`config.mk`:
```
export PLATFORM = sky130hd
export DESIGN_NAME = config_record_validator_flat
export DESIGN_NICKNAME = d
export VERILOG_FILES = /design/src/crv_pkg.sv /design/src/crv_if.sv /design/src/crv_queue.sv /design/src/crv_front.sv /design/src/crv_back.sv /design/src/config_record_validator.sv /design/src/flat_wrapper.sv
export SDC_FILE = /design/constraint.sdc
export NUM_CORES = 1
export LEC_CHECK = 0
export BUFFER_PORTS_ARGS = -buffer_cell sky130_fd_sc_hd__buf_2
export CAP_MARGIN = 20
export CORE_MARGIN = 10
export CORE_UTILIZATION = 56
export CTS_BUF_LIST = sky130_fd_sc_hd__clkbuf_8 sky130_fd_sc_hd__clkbuf_16
export CTS_CLUSTER_DIAMETER = 80
export DETAILED_ROUTE_END_ITERATION = 7
export PLACE_DENSITY = 0.76
export SETUP_SLACK_MARGIN = 0.2
export SLEW_MARGIN = 30
export SYNTH_ARGS = -nofsm -noshare
export SYNTH_HDL_FRONTEND = slang
export SYNTH_SLANG_ARGS = --single-unit
```
`constraint.sdc`:
```
create_clock -name i_clk -period 2.6 [get_ports i_clk]
set_input_delay 0 -clock i_clk [delete_from_list [all_inputs] [get_ports i_clk]]
set_output_delay 0 -clock i_clk [all_outputs]
set_load 0.02 [all_outputs]
```
`src/crv_pkg.sv`:
```
`timescale 1ns / 1ps
package crv_pkg;

    localparam logic [31:0] CRC_POLY       = 32'hEDB8_8320;
    localparam logic [31:0] CRC_INIT       = 32'hFFFF_FFFF;
    localparam logic [31:0] MAGIC_RESET    = 32'h4346_4731;
    localparam logic [31:0] VERSION_RESET  = 32'd1;
    localparam logic [7:0]  ERASED_BYTE    = 8'hFF;
    localparam int          HDR_LEN        = 16;
    localparam int          TRAILER_LEN    = 16;

    localparam int          PADDR_W        = 3;
    localparam logic        REG_MAGIC      = 1'b0;
    localparam logic        REG_VERSION    = 1'b1;

    localparam logic [1:0]  ST_OK          = 2'd0;
    localparam logic [1:0]  ST_ERASED      = 2'd1;
    localparam logic [1:0]  ST_INVALID     = 2'd2;

    typedef struct packed {
        logic ok;
        logic erased;
        logic bank;
    } t_report;

    typedef struct packed {
        logic       en;
        logic       bank;
        logic [7:0] data;
    } t_name_wr;

    typedef struct packed {
        logic done;
        logic bank;
    } t_bank_done;

    function automatic logic [31:0] crc_byte(input logic [31:0] crc, input logic [7:0] b);
        logic [31:0] c;
        c = crc ^ {24'd0, b};
        for (int k = 0; k < 8; k++) begin
            c = c[0] ? ((c >> 1) ^ CRC_POLY) : (c >> 1);
        end
        return c;
    endfunction

endpackage

```
`src/crv_if.sv`:
```
`timescale 1ns / 1ps
interface crv_in_if;
    logic       valid;
    logic       ready;
    logic [7:0] data_byte;
    logic       first_byte;

    modport source (output valid, output data_byte, output first_byte, input ready);
    modport sink (input valid, input data_byte, input first_byte, output ready);
endinterface

interface crv_out_if;
    logic       valid;
    logic       ready;
    logic [1:0] status;
    logic [7:0] name_byte;
    logic       last;

    modport source (output valid, output status, output name_byte, output last, input ready);
    modport sink (input valid, input status, input name_byte, input last, output ready);
endinterface

```
`src/crv_queue.sv`:
```
`timescale 1ns / 1ps
module crv_queue (
    input  logic             i_clk,
    input  logic             i_rst_n,
    input  logic             i_push,
    input  crv_pkg::t_report i_push_data,
    output logic             o_full,
    input  logic             i_pop,
    output logic             o_valid,
    output crv_pkg::t_report o_pop_data
);
    import crv_pkg::*;

    t_report    r_mem [2];
    logic       r_wr_ptr;
    logic       r_rd_ptr;
    logic [1:0] r_count;
    logic       w_push;
    logic       w_pop;

    assign o_full     = (r_count == 2'd2);
    assign o_valid    = (r_count != 2'd0);
    assign o_pop_data = r_mem[r_rd_ptr];
    assign w_push     = i_push && !o_full;
    assign w_pop      = i_pop && o_valid;

    always_ff @(posedge i_clk) begin
        if (!i_rst_n) begin
            r_wr_ptr <= 1'b0;
            r_rd_ptr <= 1'b0;
            r_count  <= 2'd0;
        end else begin
            if (w_push) begin
                r_wr_ptr <= !r_wr_ptr;
            end
            if (w_pop) begin
                r_rd_ptr <= !r_rd_ptr;
            end
            case ({w_push, w_pop})
                2'b10:   r_count <= r_count + 2'd1;
                2'b01:   r_count <= r_count - 2'd1;
                default: r_count <= r_count;
            endcase
        end
    end

    always_ff @(posedge i_clk) begin
        if (w_push) begin
            r_mem[r_wr_ptr] <= i_push_data;
        end
    end

endmodule

```
`src/crv_front.sv`:
```
`timescale 1ns / 1ps
module crv_front #(
    parameter int NAME_LEN = 31
) (
    input  logic                                i_clk,
    input  logic                                i_rst_n,
    crv_in_if.sink                              in_ch,
    input  logic [31:0]                         i_expected_magic,
    input  logic [31:0]                         i_expected_version,
    output logic                                o_push,
    output crv_pkg::t_report                    o_report,
    input  logic                                i_q_full,
    output crv_pkg::t_name_wr                   o_name_wr,
    output logic [$clog2(NAME_LEN + 1)-1:0]     o_name_idx,
    input  crv_pkg::t_bank_done                 i_bank_done
);
    import crv_pkg::*;

    localparam int NAME_FIELD = NAME_LEN + 1;
    localparam int NIDX_W     = $clog2(NAME_FIELD);
    localparam int CRC_OFF    = HDR_LEN + ((NAME_FIELD + 3) / 4) * 4;
    localparam int REC_LEN    = ((CRC_OFF + TRAILER_LEN + 15) / 16) * 16;
    localparam int POS_W      = $clog2(REC_LEN);

    localparam logic [POS_W-1:0] P_MAGIC    = POS_W'(3);
    localparam logic [POS_W-1:0] P_VERSION  = POS_W'(7);
    localparam logic [POS_W-1:0] P_SIZE     = POS_W'(11);
    localparam logic [POS_W-1:0] P_NAME_LO  = POS_W'(HDR_LEN);
    localparam logic [POS_W-1:0] P_NAME_HI  = POS_W'(HDR_LEN + NAME_FIELD - 1);
    localparam logic [POS_W-1:0] P_CRC_OFF  = POS_W'(CRC_OFF);
    localparam logic [POS_W-1:0] P_CRC_LAST = POS_W'(CRC_OFF - 1);
    localparam logic [POS_W-1:0] P_CRC_CHK  = POS_W'(CRC_OFF + 3);
    localparam logic [POS_W-1:0] P_END      = POS_W'(REC_LEN - 1);
    localparam logic [31:0]      SIZE_WORD  = 32'(NAME_FIELD);

    logic [POS_W-1:0] r_pos;
    logic [31:0]      r_crc;
    logic [31:0]      r_shift;
    logic             r_good;
    logic             r_erased;
    logic [31:0]      r_hold;
    logic             r_bank;
    logic [1:0]       r_busy;

    logic [POS_W-1:0] w_pos;
    logic [31:0]      w_crc;
    logic [31:0]      w_shift;
    logic             w_good;
    logic             w_erased;
    logic [31:0]      w_hold;
    logic [31:0]      n_crc;
    logic [31:0]      n_shift;
    logic             n_good;
    logic             n_erased;
    logic [31:0]      n_hold;
    logic [1:0]       n_busy;
    logic             w_accept;
    logic             w_in_name;
    logic             w_end;
    logic [POS_W-1:0] w_name_off;

    assign in_ch.ready = !((r_pos == P_END) && i_q_full)
                      && !((r_pos >= P_NAME_LO) && (r_pos <= P_NAME_HI) && r_busy[r_bank]);
    assign w_accept    = in_ch.valid && in_ch.ready;

    always_comb begin
        if (in_ch.first_byte) begin
            w_pos    = '0;
            w_crc    = CRC_INIT;
            w_shift  = '0;
            w_good   = 1'b1;
            w_erased = 1'b1;
            w_hold   = '0;
        end else begin
            w_pos    = r_pos;
            w_crc    = r_crc;
            w_shift  = r_shift;
            w_good   = r_good;
            w_erased = r_erased;
            w_hold   = r_hold;
        end
        n_crc    = (w_pos < P_CRC_OFF) ? crc_byte(w_crc, in_ch.data_byte) : w_crc;
        n_hold   = (w_pos == P_CRC_LAST) ? ~n_crc : w_hold;
        n_erased = w_erased && (in_ch.data_byte == ERASED_BYTE);
        n_shift  = {in_ch.data_byte, w_shift[31:8]};
        n_good   = w_good;
        if ((w_pos == P_MAGIC) && (n_shift != i_expected_magic)) begin
            n_good = 1'b0;
        end
        if ((w_pos == P_VERSION) && (n_shift != i_expected_version)) begin
            n_good = 1'b0;
        end
        if ((w_pos == P_SIZE) && (n_shift != SIZE_WORD)) begin
            n_good = 1'b0;
        end
        if ((w_pos == P_CRC_CHK) && (n_shift != w_hold)) begin
            n_good = 1'b0;
        end
    end

    assign w_in_name  = (w_pos >= P_NAME_LO) && (w_pos <= P_NAME_HI);
    assign w_name_off = w_pos - P_NAME_LO;
    assign w_end      = (w_pos == P_END);

    always_comb begin
        n_busy = r_busy;
        if (i_bank_done.done) begin
            n_busy[i_bank_done.bank] = 1'b0;
        end
        if (w_accept && w_end && n_good) begin
            n_busy[r_bank] = 1'b1;
        end
    end

    assign o_name_wr.en   = w_accept && w_in_name;
    assign o_name_wr.bank = r_bank;
    assign o_name_wr.data = in_ch.data_byte;
    assign o_name_idx     = w_name_off[NIDX_W-1:0];

    assign o_push          = w_accept && w_end;
    assign o_report.ok     = n_good;
    assign o_report.erased = n_erased;
    assign o_report.bank   = r_bank;

    always_ff @(posedge i_clk) begin
        if (!i_rst_n) begin
            r_pos    <= '0;
            r_crc    <= CRC_INIT;
            r_shift  <= '0;
            r_good   <= 1'b1;
            r_erased <= 1'b1;
            r_hold   <= '0;
            r_bank   <= 1'b0;
            r_busy   <= 2'b00;
        end else begin
            r_busy <= n_busy;
            if (w_accept) begin
                if (w_end) begin
                    r_pos    <= '0;
                    r_crc    <= CRC_INIT;
                    r_shift  <= '0;
                    r_good   <= 1'b1;
                    r_erased <= 1'b1;
                    r_hold   <= '0;
                    if (n_good) begin
                        r_bank <= !r_bank;
                    end
                end else begin
                    r_pos    <= w_pos + POS_W'(1);
                    r_crc    <= n_crc;
                    r_shift  <= n_shift;
                    r_good   <= n_good;
                    r_erased <= n_erased;
                    r_hold   <= n_hold;
                end
            end
        end
    end

endmodule

```
`src/crv_back.sv`:
```
`timescale 1ns / 1ps
module crv_back #(
    parameter int NAME_LEN = 31
) (
    input  logic                                i_clk,
    input  logic                                i_rst_n,
    input  logic                                i_q_valid,
    input  crv_pkg::t_report                    i_report,
    output logic                                o_pop,
    input  crv_pkg::t_name_wr                   i_name_wr,
    input  logic [$clog2(NAME_LEN + 1)-1:0]     i_name_idx,
    output crv_pkg::t_bank_done                 o_bank_done,
    crv_out_if.source                           out_ch
);
    import crv_pkg::*;

    localparam int NAME_FIELD = NAME_LEN + 1;
    localparam int NIDX_W     = $clog2(NAME_FIELD);
    localparam int MEM_DEPTH  = 1 << (NIDX_W + 1);
    localparam logic [NIDX_W-1:0] IDX_LAST = NIDX_W'(NAME_FIELD - 1);

    typedef enum logic [1:0] {
        S_IDLE,
        S_FETCH,
        S_EMIT
    } t_state;

    t_state            r_state;
    logic [7:0]        r_mem [MEM_DEPTH];
    logic [7:0]        r_rd_data;
    logic [NIDX_W-1:0] r_idx;
    logic              r_bank;
    logic              r_name_mode;
    logic [1:0]        r_status;
    logic              w_last;
    logic              w_take;

    always_ff @(posedge i_clk) begin
        if (i_name_wr.en) begin
            r_mem[{i_name_wr.bank, i_name_idx}] <= i_name_wr.data;
        end
        r_rd_data <= r_mem[{r_bank, r_idx}];
    end

    assign w_last = !r_name_mode || (r_idx == IDX_LAST);
    assign w_take = out_ch.valid && out_ch.ready;
    assign o_pop  = (r_state == S_IDLE) && i_q_valid;

    assign out_ch.valid     = (r_state == S_EMIT);
    assign out_ch.status    = r_status;
    assign out_ch.last      = w_last;
    assign out_ch.name_byte = (r_name_mode && !w_last) ? r_rd_data : 8'd0;

    assign o_bank_done.done = w_take && r_name_mode && w_last;
    assign o_bank_done.bank = r_bank;

    always_ff @(posedge i_clk) begin
        if (!i_rst_n) begin
            r_state     <= S_IDLE;
            r_idx       <= '0;
            r_bank      <= 1'b0;
            r_name_mode <= 1'b0;
            r_status    <= ST_OK;
        end else begin
            case (r_state)
                S_IDLE: begin
                    if (i_q_valid) begin
                        r_idx       <= '0;
                        r_bank      <= i_report.bank;
                        r_name_mode <= i_report.ok;
                        if (i_report.ok) begin
                            r_status <= ST_OK;
                            r_state  <= S_FETCH;
                        end else begin
                            r_status <= i_report.erased ? ST_ERASED : ST_INVALID;
                            r_state  <= S_EMIT;
                        end
                    end
                end
                S_FETCH: begin
                    r_state <= S_EMIT;
                end
                S_EMIT: begin
                    if (w_take) begin
                        if (w_last) begin
                            r_state <= S_IDLE;
                        end else begin
                            r_idx   <= r_idx + NIDX_W'(1);
                            r_state <= S_FETCH;
                        end
                    end
                end
                default: begin
                    r_state <= S_IDLE;
                end
            endcase
        end
    end

endmodule

```
`src/config_record_validator.sv`:
```
`timescale 1ns / 1ps
// Checks a stored configuration record streamed in one byte per request, in address order,
// and reports ok, not found (all bytes erased) or invalid data when the record's last byte
// arrives; on ok it returns the NAME_LEN+1 name bytes, the final one zero, with last on the
// final result. A set first_byte restarts checking at byte 0. The front end takes one byte
// per cycle, running the CRC-32 a byte per cycle. A short report queue parts it from the
// output side, which takes a report from the queue while idle, then for each name result
// reads the name memory and then drives the output stage, or drives the output stage
// directly for a failure report. The name memory holds two records, so the front end
// only waits on the name bytes of a record when both banks still hold names not yet
// sent, and on the last byte of a record when the report queue is full.
module config_record_validator #(
    parameter int NAME_LEN = 31
) (
    input  logic                         i_clk,
    input  logic                         i_rst_n,
    crv_in_if.sink                       i_in,
    crv_out_if.source                    o_out,
    input  logic                         psel,
    input  logic                         penable,
    input  logic                         pwrite,
    input  logic [crv_pkg::PADDR_W-1:0]  paddr,
    input  logic [31:0]                  pwdata,
    output logic [31:0]                  prdata,
    output logic                         pready
);
    import crv_pkg::*;

    localparam int NIDX_W = $clog2(NAME_LEN + 1);

    logic [31:0]       r_magic;
    logic [31:0]       r_version;
    logic              w_push;
    logic              w_pop;
    logic              w_q_full;
    logic              w_q_valid;
    t_report           w_push_data;
    t_report           w_pop_data;
    t_name_wr          w_name_wr;
    logic [NIDX_W-1:0] w_name_idx;
    t_bank_done        w_bank_done;

    assign pready = 1'b1;
    assign prdata = (paddr[2] == REG_VERSION) ? r_version : r_magic;

    always_ff @(posedge i_clk) begin
        if (!i_rst_n) begin
            r_magic   <= MAGIC_RESET;
            r_version <= VERSION_RESET;
        end else if (psel && penable && pwrite && pready) begin
            if (paddr[2] == REG_MAGIC) begin
                r_magic <= pwdata;
            end else begin
                r_version <= pwdata;
            end
        end
    end

    crv_front #(
        .NAME_LEN (NAME_LEN)
    ) u_front (
        .i_clk              (i_clk),
        .i_rst_n            (i_rst_n),
        .in_ch              (i_in),
        .i_expected_magic   (r_magic),
        .i_expected_version (r_version),
        .o_push             (w_push),
        .o_report           (w_push_data),
        .i_q_full           (w_q_full),
        .o_name_wr          (w_name_wr),
        .o_name_idx         (w_name_idx),
        .i_bank_done        (w_bank_done)
    );

    crv_queue u_queue (
        .i_clk       (i_clk),
        .i_rst_n     (i_rst_n),
        .i_push      (w_push),
        .i_push_data (w_push_data),
        .o_full      (w_q_full),
        .i_pop       (w_pop),
        .o_valid     (w_q_valid),
        .o_pop_data  (w_pop_data)
    );

    crv_back #(
        .NAME_LEN (NAME_LEN)
    ) u_back (
        .i_clk       (i_clk),
        .i_rst_n     (i_rst_n),
        .i_q_valid   (w_q_valid),
        .i_report    (w_pop_data),
        .o_pop       (w_pop),
        .i_name_wr   (w_name_wr),
        .i_name_idx  (w_name_idx),
        .o_bank_done (w_bank_done),
        .out_ch      (o_out)
    );

endmodule
```
`src/flat_wrapper.sv`:
```
// flat-port wrapper written by rule: the top's interface ports become plain ports
module config_record_validator_flat import crv_pkg::*;
#(
    parameter int NAME_LEN = 31
)
  (i_clk, i_rst_n, psel, penable, pwrite, paddr, pwdata, prdata, pready, i_in_valid, i_in_data_byte, i_in_first_byte, i_in_ready, o_out_valid, o_out_status, o_out_name_byte, o_out_last, o_out_ready);
  crv_in_if i_in_i ();
  crv_out_if o_out_i ();
  input  logic i_clk;
  input  logic i_rst_n;
  input  logic psel;
  input  logic penable;
  input  logic pwrite;
  input  logic [crv_pkg::PADDR_W-1:0] paddr;
  input  logic [31:0] pwdata;
  output logic [31:0] prdata;
  output logic pready;
  input wire logic [$bits(i_in_i.valid)-1:0] i_in_valid;
  input wire logic [$bits(i_in_i.data_byte)-1:0] i_in_data_byte;
  input wire logic [$bits(i_in_i.first_byte)-1:0] i_in_first_byte;
  output wire logic [$bits(i_in_i.ready)-1:0] i_in_ready;
  output wire logic [$bits(o_out_i.valid)-1:0] o_out_valid;
  output wire logic [$bits(o_out_i.status)-1:0] o_out_status;
  output wire logic [$bits(o_out_i.name_byte)-1:0] o_out_name_byte;
  output wire logic [$bits(o_out_i.last)-1:0] o_out_last;
  input wire logic [$bits(o_out_i.ready)-1:0] o_out_ready;
  assign i_in_i.valid = i_in_valid;
  assign i_in_i.data_byte = i_in_data_byte;
  assign i_in_i.first_byte = i_in_first_byte;
  assign i_in_ready = i_in_i.ready;
  assign o_out_valid = o_out_i.valid;
  assign o_out_status = o_out_i.status;
  assign o_out_name_byte = o_out_i.name_byte;
  assign o_out_last = o_out_i.last;
  assign o_out_i.ready = o_out_ready;
  config_record_validator #(.NAME_LEN(NAME_LEN)) u_core (.i_clk(i_clk), .i_rst_n(i_rst_n), .i_in(i_in_i), .o_out(o_out_i), .psel(psel), .penable(penable), .pwrite(pwrite), .paddr(paddr), .pwdata(pwdata), .prdata(prdata), .pready(pready));
endmodule
```
==> results of run 1 <==
## per-layer routing
layer | vias to the layer above | GRT usage (%) | part of all wire, %
met2 | 906 | 40.1 | 50
met5 | - | 0 | 0.017
li1 | 8416 | - | -
met4 | 2 | 10.9 | 4.3
met3 | 196 | 4.38 | 7.1
met1 | 9889 | 31.9 | 38
## what timing repair did
action / in CTS / in global routing
resized for setup: 11 / 53
hold buffers: 43 / 0
setup buffers: 13 / 13
endpoints found under the setup margin: 240 / 374
pin swaps: 14 / 18
gates cloned: 1 / 8
hold endpoints to repair: 107 / 0
## worst max-delay path by stage
stage                                  startpoint                         end  slack (ps)  cells past startpoint
final                      u_core.u_back.r_idx[0]  u_core.u_back.r_rd_data[1]          60                      5
after global routing       u_core.u_back.r_idx[0]  u_core.u_back.r_rd_data[1]          60                      5
after CTS                  u_core.u_back.r_idx[0]  u_core.u_back.r_rd_data[1]          70                      4
after detailed placement   u_core.u_back.r_idx[0]  u_core.u_back.r_rd_data[7]          70                      5
after global placement     u_core.u_back.r_idx[0]  u_core.u_back.r_rd_data[0]         120                      5
after floorplan           u_core.u_front.r_pos[1]   u_core.u_queue.r_count[1]         210                      8
## worst register-to-register path, delay by kind of cell, from the launching register on
kind	cells	cell delay (ps)
DFF	1	460
buffers and inverters	2	350
muxes	3	1580
## cells in the final DEF, fill, tap and decap left out, drive strengths merged, types with 38 or more instances in the layout
master,netlist,final
a21boi,64,64
a22oi,46,46
buf,51,243
clkbuf,102,82
dfxtp,187,187
dlygate4sd3,0,43
edfxtp,518,518
inv,22,39
mux4,168,168
nand2,200,200
nand3,38,38
nor2,180,180
nor2b,59,59
o21ai,89,89
xnor2,123,123
## metrics by stage
step                      std cells  util [%]  power (mW)
after global routing           3087      67.2        25.4
after global placement         2878      60.5        14.5
final                          3088      67.2        24.7
after floorplan                2121         -        13.8
after detailed placement       2878      60.5        14.5
after CTS                      3065      66.2        24.7
## kinds of logic after synthesis
logic type / share of synthesized area (%)
flops: 63.6
simple gates: 8.91
compound gates: 6.45
mux: 13.8
buf+inv: 2.41
xor+xnor: 4.62
fa+ha+maj: 0.206
other cells: 0.0124
## flip-flops by register name, summed over array words and instances, names as in the netlist, 2 cells and up, named ones only
name	count
u_core.u_front.r_pos	6
u_core.u_front.r_shift	24
u_core.u_queue.r_mem	6
u_core.u_back.r_state	2
u_core.u_back.r_rd_data	8
u_core.u_back.r_idx	5
u_core.u_back.out_ch.status	2
u_core.r_version	32
u_core.u_front.r_crc	32
u_core.u_front.r_hold	32
u_core.u_front.r_busy	2
u_core.r_magic	32
u_core.u_queue.r_count	2
u_core.u_back.r_mem	512
## power groups by stage
stage               sequential, mW  clock (mW)  combinational (mW)
floorplan                     12.5           0                1.31
global placement              12.6           0                1.92
detailed placement            12.6           0                1.95
CTS                           12.3        10.3                2.02
global route                  12.4        10.8                2.21
finish                        12.3        10.3                2.06
## layout make-up
class	instances	share of cell area, %
flip-flops and latches	705	53.5
multi-input cells	1241	30.1
repair buffers	292	7.25
clock buffers	76	5.21
inverters	22	0.229
diodes	2	0.0139
clock inverters	54	1.29
well taps	696	2.41
==> results.py, run 1 <==
metrics = {
    "sta": {
        "tns_ps": 0,
        "rsz0062_at_grt": "yes",
        "fin_skew_ps": 28.2,
        "fin_ws_ps": 61.2,
        "drv_slew": 0,
        "worstMarginPinSlew_ps": 782,
        "layout_min_cycle_time_ps": 2540,
        "finalCritPeriodShare_pct": 97.6,
        "setup_viol": 0,
        "slew_headroom_pct": 47.8,
        "timing.fmax_mhz": 394,
        "finalHoldViolCount": 0,
        "worst_hold_slack_ps": 37.8,
    },
    "power_and_ir_drop": {
        "power_frac_comb_pct": 8.3,
        "power.switching_mw": 5.79,
        "p_clk_share_pct": 41.6,
        "p_per_area_nw_per_um2": 683,
        "p_leak_nw": 11.8,
        "internal_power_mw": 18.9,
        "seqPwrFrac_pct": 50.1,
        "ir_worst_vdd_v": 0.000478,
        "p_sw_share_pct": 23.5,
    },
    "global_routing": {
        "grt_pass1_vias": 19100,
        "track_usage_pct": 24.6,
        "gr-total-overflow": 0,
        "grt_max_degree": 118,
        "antenna_found_initial": 2,
        "grt_pass1_wl_mm": 119,
    },
    "critical_path": {
        "start_kind": "flop",
        "reg2reg_to": "u_core.u_back.r_rd_data[1]",
        "path_cells": "buf_12, buf_12, mux4_2, mux4_2, mux4_2",
        "cp.required_ps": 3080,
        "crit_arrival_ps": 3020,
        "cpMaxStageDelayCell": "mux4_2",
        "worstSetupPathType": "flop to flop",
        "critical-path-top-delay-family": "multiplexers",
        "r2r-start": "u_core.u_back.r_idx[0]",
        "critPathBufInv": 2,
        "critPathMaxStageDelay_ps": 540,
        "critPathMaxFanout": 8,
        "crit_path_end_kind": "flop",
        "path_common_cell": "mux4_2",
        "r2r_slack_ps": 60,
        "r2r_cells": 5,
    },
    "floorplanning": {
        "die_h_microns": 253,
        "initial_core_util_pct": 56.5,
        "die_x_microns": 253,
        "die-area_sq_um": 63900,
        "design.core.area_sq_um": 53700,
        "rows": 85,
        "ios": 97,
    },
    "logic_synthesis": {
        "synthFlopType": "edfxtp_1",
        "synthTopCellsByArea": "edfxtp_1, mux4_2, dfxtp_1",
        "yosysMostFrequentCell": "edfxtp_1",
        "ys_ff_latch": 705,
        "synth_commonest_cells": "edfxtp_1, nand2_1, dfxtp_1",
        "synth_top_area_share_pct": 51.2,
        "async_flop_share_pct": 0,
        "ys_warn_count": 0,
        "yosysTopAreaCell": "edfxtp_1",
        "avgSynthCellArea_sq_um": 14.3,
        "synth_cell_types": 59,
        "syn-num-nets": 2177,
        "syn_area_sq_um": 30400,
        "ys_seq_area_share_pct": 63.6,
        "synthCells": 2121,
        "synth_edf_count": 518,
    },
    "route": {
        "wl_mm": 81.1,
        "viasPerCell": 6.29,
        "ant_nets": 0,
        "vias": 19400,
        "detail_route.iter0.violations": 2203,
        "first_pass_iters": 5,
        "drc": 0,
        "wl_per_cell_microns": 26.3,
    },
    "placed_design": {
        "dpl.hpwl_mm": 50.3,
        "place_congestion": 0.929,
        "placed_cell_area_sq_um": 32500,
        "port_buffers": 93,
        "dpl_worst_slack_ps": 74.4,
    },
    "job": {
        "maxCapViolCount": 0,
    },
    "worst_hold_path": {
        "hold_start": "penable",
        "hold_path_depth": 5,
        "worstHoldEndpoint": "u_core.r_version[24]",
        "hp-class": "input pin to flop",
    },
    "cells_and_area": {
        "drive_gt1_share_pct": 26.9,
        "fin_area_sq_um": 36100,
        "multi_input_comb_area_sq_um": 10800,
        "fillerInstances": 3439,
        "seq_area_sq_um": 19300,
        "final_nets": 2390,
        "area_delta_synth_final_pct": 18.8,
    },
    "clocking": {
        "cts_made_buffers": 72,
        "cts_buffer_depth": 3,
        "clk_pin_slew_ps": 60,
        "clock_sinks": 705,
        "cts_tree": "yes",
        "clock_latency_ps": 630,
        "ctsHtreeMaxLevel": 3,
        "cts_root_buf": "clkbuf_16",
    },
    "run_status": {
        "outcome": "finished, final reports clean",
    },
}
Note: power is estimated with default switching activity, not from simulation.
==> run 2, diff against run 1 <==
- CORE_MARGIN: 10 -> 3
- HOLD_SLACK_MARGIN: unset -> 0.02
==> results.py, run 2 (synthesized netlist as in run 1, its figures left out) <==
metrics = {
    "run_status": {
        "outcome": "finished, final reports clean",
    },
    "route": {
        "wl_per_cell_microns": 27.5,
        "detail_route.iter0.violations": 2373,
        "viasPerCell": 6.42,
        "first_pass_iters": 5,
        "vias": 19800,
        "drc": 0,
        "ant_nets": 0,
        "wl_mm": 85.0,
    },
    "power_and_ir_drop": {
        "p_leak_nw": 11.9,
        "ir_worst_vdd_v": 0.000521,
        "p_per_area_nw_per_um2": 688,
    },
    "cells_and_area": {
        "largest_reg_flops": 512,
        "drive_gt1_share_pct": 27.2,
        "largest_register": "u_core.u_back.r_mem",
        "final_common_cell": "edfxtp_1",
        "area_delta_synth_final_pct": 19.6,
        "layout_common_cells": "edfxtp_1, nand2_1, dfxtp_1",
        "final_cells": 3086,
        "final_nets": 2396,
    },
    "floorplanning": {
        "rows": 84,
        "die-area_sq_um": 57000,
        "ios": 97,
        "die_h_microns": 239,
        "design.core.area_sq_um": 53100,
        "die_x_microns": 239,
        "initial_core_util_pct": 57.2,
    },
    "clocking": {
        "ctsHtreeMaxLevel": 3,
        "clock_latency_ps": 630,
        "clk_pin_slew_ps": 70,
        "clock_sinks": 705,
        "cts_buffer_depth": 3,
        "cts_root_buf": "clkbuf_16",
        "cts_made_buffers": 71,
        "cts_tree": "yes",
    },
    "global_routing": {
        "track_usage_pct": 29.3,
        "gr-total-overflow": 0,
        "grt_pass1_wl_mm": 125,
        "grt_pass1_vias": 19700,
        "antenna_found_initial": 1,
        "grt_max_degree": 112,
    },
    "sta": {
        "rsz0062_at_grt": "yes",
        "timing.fmax_mhz": 391,
        "setup_viol": 0,
        "slew_headroom_pct": 40.6,
        "tns_ps": 0,
        "finalHoldViolCount": 0,
        "layout_min_cycle_time_ps": 2560,
        "worstMarginPinSlew_ps": 890,
        "fin_skew_ps": 41.4,
        "drv_slew": 0,
        "finalCritPeriodShare_pct": 98.5,
    },
    "critical_path": {
        "start_kind": "flop",
        "worstSetupPathType": "flop to flop",
        "critPathMaxFanout": 8,
        "critical-path-top-delay-family": "multiplexers",
        "path_common_cell": "mux4_2",
        "cpMaxStageDelayCell": "mux4_2",
        "critPathMaxStageDelay_ps": 560,
        "critPathBufInv": 3,
        "crit_arrival_ps": 3060,
        "crit_path_end_kind": "flop",
        "path_cells": "buf_12, buf_16, buf_12, mux4_2, mux4_2, mux4_2",
        "cp.required_ps": 3100,
    },
    "placed_design": {
        "dpl.hpwl_mm": 49.4,
        "port_buffers": 93,
        "place_congestion": 0.915,
        "dp_cells": 2863,
    },
    "job": {
        "maxCapViolCount": 0,
    },
    "worst_hold_path": {
        "hp-class": "input pin to flop",
    },
}
-- run 2: cell count changes in the layout (fill, tap and decap cells not counted), sizes merged --
cell	before	now
clkbuf	82	85
inv	39	37
buf	243	251
diode	2	1
dlygate4sd3	43	44
bufinv	6	7
clkinvlp	2	5
clkinv	29	22
-- run 2: path summary, 6_finish.rpt --
path / slack [ps] / to / start / cells after the start
setup / recovery: 40 / u_core.u_back.r_rd_data[4] / u_core.u_back.r_idx[0] / 6
hold / removal: 110 / u_core.r_version[31] / penable / 5
setup reg to reg: 40 / u_core.u_back.r_rd_data[4] / u_core.u_back.r_idx[0] / 6
hold reg to reg: 470 / u_core.u_front.r_hold[5] / u_core.u_front.r_hold[5] / 2
-- run 2: layer usage --
layer / global-route usage, % / routed length [microns] / vias to the layer above
li1: - / - / 8422
met1: 37.7 / 31200 / 10000
met2: 49.7 / 43200 / 1132
met3: 5.33 / 6820 / 244
met4: 12.1 / 3710 / 0
met5: 0 / 0 / -
-- run 2: layout make-up --
| type | instances | area, sq um |
|---|---|---|
| Sequential cell | 705 | 19300 |
| Fill cell | 3299 | 16800 |
| Multi-Input combinational cell | 1241 | 10800 |
| Timing Repair Buffer | 299 | 2820 |
| Clock buffer | 81 | 1960 |
| Tap cell | 688 | 861 |
| Clock inverter | 49 | 450 |
| Inverter | 22 | 82.6 |
| Antenna cell | 1 | 2.50 |
-- run 2: worst min-delay path, cell delays in order --
cell and delay (ps):
buf_2 100, nand4_1 110, buf_4 270, nand2_1 100, a21boi_0 70
-- run 2: repair_timing --
action,CTS,global route
setup buffers,31,9
hold buffers,44,0
endpoints found under the setup margin,223,396
hold endpoints to repair,153,0
resized for setup,18,33
cloned,5,3
pin swaps,24,11
-- run 2: report_power, final --
part	switching, mW	internal [mW]
logic	1.23	0.807
registers	0.150	12.2
clock network	4.50	6.13
total	5.87	19.1
-- run 2: stage by stage --
step / power (mW) / worst slack, ps / cell area (sq um) / hold WS, ps / util (%)
6_report: 25.0 / 39.6 / 36300 / 110 / 68.4
5_1_grt: 25.7 / 7.99 / 36300 / 144 / 68.4
4_1_cts: 24.9 / 96.3 / 36000 / 68.2 / 67.8
3_5_place_dp: 14.5 / 0.175 / 32500 / 237 / 61.2
3_3_place_gp: 14.5 / 34.6 / 32500 / 226 / 61.2
2_1_floorplan: 13.8 / 214 / 30700 / 98.9 / -
